**src/hdl/fsbm_pkg.sv**
```systemverilog
package fsbm_pkg;

  typedef enum logic [1:0] {
    MODE_LOAD_TMPL = 2'd0,
    MODE_LOAD_WIN  = 2'd1,
    MODE_SEARCH    = 2'd2,
    MODE_REPORT    = 2'd3
  } mode_t;

  typedef enum logic [3:0] {
    ST_IDLE,
    ST_SEARCH,
    ST_DRAIN,
    ST_EMIT,
    ST_DIV,
    ST_REPORT
  } state_t;

  localparam logic [0:0] REG_BLOCK_SIZE   = 1'b0;
  localparam logic [0:0] REG_ERROR_METRIC = 1'b1;

  localparam int ERR_BITS   = 25;
  localparam int OUT_BITS   = 24;
  localparam int SUM_BITS   = 40;
  localparam int COUNT_BITS = 16;
  localparam int DIV_STEPS  = 42;

  typedef struct packed {
    logic search_init;   // clear best, reset walk counters
    logic walk_step;     // issue one pixel pair read
    logic accumulate;    // fold result into frame sum
    logic div_init;      // load divider
    logic div_step;      // one restoring step
    logic clear_frame;   // clear sum and count
  } ctrl_t;

  typedef struct packed {
    logic walk_done;     // last pixel pair issued
    logic pipe_empty;    // no reads in flight
    logic div_done;
    logic count_zero;
  } status_t;

endpackage

```
**src/hdl/fsbm_ctrl.sv**
```systemverilog
module fsbm_ctrl (
  input  logic             clk,
  input  logic             rst,
  input  logic             go_search,
  input  logic             go_report,
  input  fsbm_pkg::status_t status,
  output fsbm_pkg::ctrl_t   ctrl,
  output logic             busy,
  output logic             emit_search,
  output logic             emit_report
);

  fsbm_pkg::state_t state, state_next;

  always_ff @(posedge clk) begin
    if (rst) begin
      state <= fsbm_pkg::ST_IDLE;
    end else begin
      state <= state_next;
    end
  end

  always_comb begin
    state_next = state;
    case (state)
      fsbm_pkg::ST_IDLE: begin
        if (go_search) begin
          state_next = fsbm_pkg::ST_SEARCH;
        end else if (go_report) begin
          state_next = status.count_zero ? fsbm_pkg::ST_REPORT : fsbm_pkg::ST_DIV;
        end
      end
      fsbm_pkg::ST_SEARCH: if (status.walk_done) state_next = fsbm_pkg::ST_DRAIN;
      fsbm_pkg::ST_DRAIN:  if (status.pipe_empty) state_next = fsbm_pkg::ST_EMIT;
      fsbm_pkg::ST_EMIT:   state_next = fsbm_pkg::ST_IDLE;
      fsbm_pkg::ST_DIV:    if (status.div_done) state_next = fsbm_pkg::ST_REPORT;
      fsbm_pkg::ST_REPORT: state_next = fsbm_pkg::ST_IDLE;
      default:             state_next = fsbm_pkg::ST_IDLE;
    endcase
  end

  always_comb begin
    ctrl        = '0;
    busy        = 1'b1;
    emit_search = 1'b0;
    emit_report = 1'b0;
    case (state)
      fsbm_pkg::ST_IDLE: begin
        busy             = 1'b0;
        ctrl.search_init = go_search;
        ctrl.div_init    = go_report;
      end
      fsbm_pkg::ST_SEARCH: ctrl.walk_step = 1'b1;
      fsbm_pkg::ST_DRAIN:  ;
      fsbm_pkg::ST_EMIT: begin
        ctrl.accumulate = 1'b1;
        emit_search     = 1'b1;
      end
      fsbm_pkg::ST_DIV:    ctrl.div_step = 1'b1;
      fsbm_pkg::ST_REPORT: begin
        ctrl.clear_frame = 1'b1;
        emit_report      = 1'b1;
      end
      default: ;
    endcase
  end

endmodule

```
**config.mk**
```make
export PLATFORM = sky130hd
export DESIGN_NAME = fsbm_ctrl
export DESIGN_NICKNAME = d
export VERILOG_FILES = /design/src/hdl/fsbm_pkg.sv /design/src/hdl/fsbm_ctrl.sv
export SDC_FILE = /design/constraint.sdc
export NUM_CORES = 1
export LEC_CHECK = 0
export BUFFER_PORTS_ARGS = -buffer_cell sky130_fd_sc_hd__buf_2
export CAP_MARGIN = 20
export CORE_AREA = 2 2 39 41
export CTS_CLUSTER_SIZE = 8
export DETAILED_ROUTE_END_ITERATION = 16
export DIE_AREA = 0 0 41 43
export HOLD_SLACK_MARGIN = 0.15
export SLEW_MARGIN = 20
export SYNTH_ARGS = -nofsm -noshare
export SYNTH_HDL_FRONTEND = slang
export SYNTH_SLANG_ARGS = --single-unit
```
**constraint.sdc**
```tcl
create_clock -name clk -period 2.01 [get_ports clk]
set_input_delay 0.402 -clock clk [delete_from_list [all_inputs] [get_ports clk]]
set_output_delay 0.402 -clock clk [all_outputs]
set_load 0.01 [all_outputs]
```
==> results of run 1 <==
==> metal layers <==
metal | track usage | vias up
met5 | 0 | -
met4 | 0.0600 | 0
met3 | 0.0314 | 0
met2 | 0.0969 | 8
met1 | 0.0895 | 116
li1 | - | 143
==> cell type report <==
cell class | count | share of cell area
inverter | 2 | 0.0204
timing repair buffer | 16 | 0.218
multi-input combinational | 22 | 0.473
tap | 16 | 0.0544
clock buffer | 4 | 0.0714
sequential | 3 | 0.163
==> per-stage QoR <==
stage | worst slack, ns | utilization | hold slack, ns | std cells | total power, mW
2_1_floorplan | 0.520 | - | 0.478 | 32 | 0.152
3_3_place_gp | 0.530 | 0.247 | 0.620 | 59 | 0.176
3_5_place_dp | 0.495 | 0.247 | 0.627 | 59 | 0.176
4_1_cts | 0.243 | 0.266 | 0.378 | 63 | 0.287
5_1_grt | 0.173 | 0.266 | 0.388 | 63 | 0.299
6_report | 0.261 | 0.266 | 0.385 | 63 | 0.278
==> Yosys cell counts, drive strengths merged, types with 2 or more instances <==
| master | instances | area [um2] |
|---|---|---|
| nor3b | 2 | 15.0 |
| nor2 | 4 | 15.0 |
| a21oi | 2 | 10.0 |
| inv | 2 | 7.51 |
| nor4b | 2 | 38.8 |
| dfxtp | 3 | 60.1 |
| nand2 | 2 | 7.51 |
| buf | 5 | 36.3 |
==> power breakdown <==
group | internal, mW | switching [mW]
Sequential | 0.0670 | 0.0214
Clock | 0.0743 | 0.0291
Combinational | 0.0470 | 0.0388
Total | 0.188 | 0.0893
==> logic make-up (layout without fill, tap and decap cells) <==
family                 count (synthesis)  count (layout)
AOI/OAI and AO/OA                      5               5
muxes                                  1               1
and+or+nand+nor                       16              16
buffers and inverters                  7              22
DFF                                    3               3
==> path summary, 6_finish.rpt <==
| check | depth (start not counted) | start | to | slack [ns] |
|---|---|---|---|---|
| setup / recovery | 3 | state[1]$_SDFFE_PP0P_ | ctrl[5] | 0.26 |
| hold / removal | 2 | rst | state[2]$_SDFFE_PP0P_ | 0.39 |
| setup reg to reg | 3 | state[2]$_SDFFE_PP0P_ | state[0]$_SDFFE_PP0P_ | 0.54 |
| hold reg to reg | 1 | state[0]$_SDFFE_PP0P_ | state[2]$_SDFFE_PP0P_ | 0.66 |
==> impl_results.md, run 1 <==
* Core area at 0.00138 mm2
* Top sig layer: met3
* Seq/Total Area, Yosys at 0.216
* Die width at 41 um
* Post-layout minimum cycle time at 1.75 ns
* Mux cell area share after synthesis at 0.0405
* Setup TNS at 0 ns
* Clk_lat worst skew at 0.23 ns
* CTS buffer count at 3
* Post-Synth Adder-Cell Area at 0
* First-pass GRT wire length at 841 um
* Largest family of logic cells by synthesized area: simple AND/OR/NAND/NOR gates
* CP bufs+invs at 1
* Fillers at 154
* Ys async rst share at 0
* Root Buffer: clkbuf_4
* MaxCap Viol Count at 0
* # diodes at 0
* Status: complete, no violations
* Critical path class: flip-flop to output port
* Routed met3 length at 47 um
* CTS tree: done
* Simple-gate share of the synthesized area at 0.423
* Area of the multi-input gates at 174 um2
* Share of post-route cells with drive strength above 1 at 0.511
* Worst-Margin Slew at 0.453 ns
* Most frequent cells in the layout: buf_2 (16), nor2_1 (4), clkbuf_4 (3), dfxtp_1 (3)
* Post-CTS sizing at 0
* Antenna viol nets, final at 0
* Power Density at 755 mW/mm2
* Xor/xnor share of the synthesized area at 0
* Crit Path Max Fanout at 13
* Sink Count at 3
* Vias per cell at 4.24
* Setup crit start kind: flip-flop
* Clock Pin Slew Worst Setup and Hold Paths at 0.04 ns
* Pleak at 0.174 nW
* Hold Crit Class: input port to flip-flop
* Die Height at 43 um
* Most common cell after layout, fill and taps aside: buf_2
* CP arrival at 1.35 ns
* CP Capture Type: output port
* Die area at 0.00176 mm2
* Nets at 56
* Final Max Tran Viols at 0
* Drt drc at 0
* Final instance area at 368 um2
* Vias in the first global route at 209
* EDFF count, synth at 0
* Yosys cell types at 21
* Placed cell areas at 342 um2
* GPL Wtd Cong at 0.663
* Max clock buf depth at 2
* Maximum clock rate at 572 MHz
* First DRT Iteration DRCs at 0
* Via count at 267
* Critical Path, Cell by Cell: or3_1, nor2_1, buf_2
* Main synth FF type: dfxtp_1
* Met2 WL post-DR at 275 um
* H-tree Lvls at 1
* Row cnt at 14
* Syn nets at 40
* YS warnings at 0
* Flip-flop and latch area at 60.1 um2
* Hold buffer count at CTS at 0
* Routed WL at 568 um
* Worst vdd ir at 0.275 mV
* Max stage delay on crit path at 0.45 ns
* Io pins at 17
* IO Port Bufs at 16
* Setup Fix Bufs, Post-CTS at 0
* Final setup vio count at 0
* Synth-to-layout area growth at 32.4%
* Top Family by Delay on Critical Path: simple AND/OR/NAND/NOR gates
* Mapped Cells at 32
* Max FFs per register at 3
* Critical Path RT at 1.61 ns
* Fin Clk Skew at 0.00170 ns
* Synth Area in Compound Gates at 0.162
* Largest net degree at the start of global routing at 14
* Initial antenna violation count at 0
* Critical-path top delay cell: or3_1
* Total congestion overflow at 0
* Slew HR at 0.698
* GRT Total Usage at 0.0741
* Drt first pass iters at 1
* Top flop regs: state (3)
* Met1 WL at 245 um
* Post-synthesis average cell area at 8.68 um2
* Post-Syn Area at 278 um2
* Period utilization at 0.870
* RSZ-0062 raised after global routing: no
* DR WL/cell at 9.02 um
* Fin. Hold Viols at 0
* Yosys reg bits at 3
* Initial core utilization at 0.201
* Register bank with the most flops: state
* Placed wire-length estimate at 444 um
Note: power is estimated with default switching activity, not from simulation.
==> run 2: changes to the inputs <==
--- a/config.mk
+++ b/config.mk
@@ -10,3 +10,3 @@
 export CORE_AREA = 2 2 39 41
-export CTS_CLUSTER_SIZE = 8
+export CTS_CLUSTER_SIZE = 12
 export DETAILED_ROUTE_END_ITERATION = 16
==> constraint.sdc (replaced) <==
create_clock -name clk -period 2.01 [get_ports clk]
set_input_delay 0.1005 -clock clk [delete_from_list [all_inputs] [get_ports clk]]
set_output_delay 0.1005 -clock clk [all_outputs]
set_load 0.01 [all_outputs]
==> run 2 against run 1 <==
Clock skew is 0.0012 ns lower. Routed wire length is 2.5% higher. Non-clock buffer count is 1 higher. Combinational power is 2.3% higher. Via count is 1.1% higher. Global-route usage is 0.31 points higher. Design area is 2.7% higher. Sequential cell count stayed put. Final cell count is 1.6% higher. First-iteration DRC count is 2 higher. Fmax is 20% higher. Critical endpoint is now state[0]$_SDFFE_PP0P_. Largest power group unchanged.
==> impl_results.md, run 2 (synthesis gave the netlist of run 1 again) <==
* Post-CTS sizing at 0
* Via count at 270
* CTS tree: done
* Clock Pin Slew Worst Setup and Hold Paths at 0.04 ns
* Vias per cell at 4.22
* Placed wire-length estimate at 452 um
* Largest net degree at the start of global routing at 14
* Row cnt at 14
* Final setup vio count at 0
* Post-layout minimum cycle time at 1.45 ns
* Pleak at 0.178 nW
* Antenna viol nets, final at 0
* MaxCap Viol Count at 0
* First-pass GRT wire length at 897 um
* Final hold slack at 0.235 ns
* Drt first pass iters at 4
* Crit Path Max Fanout at 12
* Max FFs per register at 3
* Clk_lat worst skew at 0.23 ns
* First DRT Iteration DRCs at 2
* Root Buffer: clkbuf_4
* Synth-to-layout area growth at 36.0%
* Worst vdd ir at 0.265 mV
* Area of the multi-input gates at 174 um2
* Die area at 0.00176 mm2
* Fillers at 157
* Hold Crit Class: input port to flip-flop
* Share of post-route cells with drive strength above 1 at 0.500
* Initial antenna violation count at 0
* Top flop regs: state (3)
* Core area at 0.00138 mm2
* Most common cell after layout, fill and taps aside: buf_2
* Fin cells at 64
* CP Capture Type: flip-flop
* Placed cell areas at 342 um2
* PnR worst setup slack at 0.555 ns
* Maximum clock rate at 687 MHz
* Layout Utilization at 0.273
* Slew HR at 0.714
* Final Max Tran Viols at 0
* Critical Path RT at 2.13 ns
* Register bank with the most flops: state
* Io pins at 17
* GRT Total Usage at 0.0772
* Total congestion overflow at 0
* Vias in the first global route at 243
* Fin Clk Skew at 0.000525 ns
* Die Height at 43 um
* Max clock buf depth at 2
* Power Density at 741 mW/mm2
* H-tree Lvls at 1
* Setup Fix Bufs, Post-CTS at 0
* Critical path class: flip-flop to flip-flop
* Nets at 57
* Placement Setup Slack at 0.532 ns
* Hold buffer count at CTS at 1
* DR WL/cell at 9.09 um
* IO Port Bufs at 16
* Flip-flop and latch area at 60.1 um2
* RSZ-0062 raised after global routing: no
* Setup TNS at 0 ns
* Initial core utilization at 0.201
* Die width at 41 um
* Fin. Hold Viols at 0
* Tot Pwr at 0.280 mW
* GPL Wtd Cong at 0.664
* Sink Count at 3
* Placed instance count at 59
* CP arrival at 1.58 ns
* Setup crit start kind: flip-flop
* Drt drc at 0
* Most frequent cells in the layout: buf_2 (16), nor2_1 (4), clkbuf_4 (3), dfxtp_1 (3)
* Status: complete, no violations
* # diodes at 0
* CTS buffer count at 3
* Routed WL at 582 um
* Worst-Margin Slew at 0.428 ns
* Period utilization at 0.724
* Final instance area at 378 um2
==> run 2: final cells by class <==
type / instances / area share
Inverter: 2 / 0.0199
Sequential cell: 3 / 0.159
Tap cell: 16 / 0.0530
Timing Repair Buffer: 17 / 0.238
Multi-Input combinational cell: 22 / 0.460
Clock buffer: 4 / 0.0695
==> run 2: worst paths after layout <==
kind,start,to,slack (ns),depth (start not counted)
max,state[2]$_SDFFE_PP0P_,state[0]$_SDFFE_PP0P_,0.56,3
min reg2reg,state[2]$_SDFFE_PP0P_,state[1]$_SDFFE_PP0P_,0.66,1
min,go_report,state[2]$_SDFFE_PP0P_,0.23,3
max reg2reg,state[2]$_SDFFE_PP0P_,state[0]$_SDFFE_PP0P_,0.56,3
==> run 2: critical path, cell delays in order, from the launching register on <==
cell       delay (ns)
dfxtp_1          0.53
nor4b_2          0.38
a211oi_2         0.09
a2111oi_2        0.34
==> run 2: layer usage <==
| layer | wire, um | global-route usage | vias to the layer above |
|---|---|---|---|
| met3 | 50 | 0.0157 | 0 |
| met1 | 219 | 0.0801 | 116 |
| met4 | 0 | 0.0800 | 0 |
| li1 | - | - | 144 |
| met2 | 312 | 0.116 | 10 |
| met5 | 0 | 0 | - |
==> run 2: report_power, final <==
group | internal (mW) | leakage (nW) | switching, mW | total [mW]
sequential | 0.0670 | 0.0247 | 0.0208 | 0.0878
combinational | 0.0483 | 0.139 | 0.0396 | 0.0878
clock | 0.0743 | 0.0150 | 0.0302 | 0.105
total | 0.190 | 0.178 | 0.0905 | 0.280
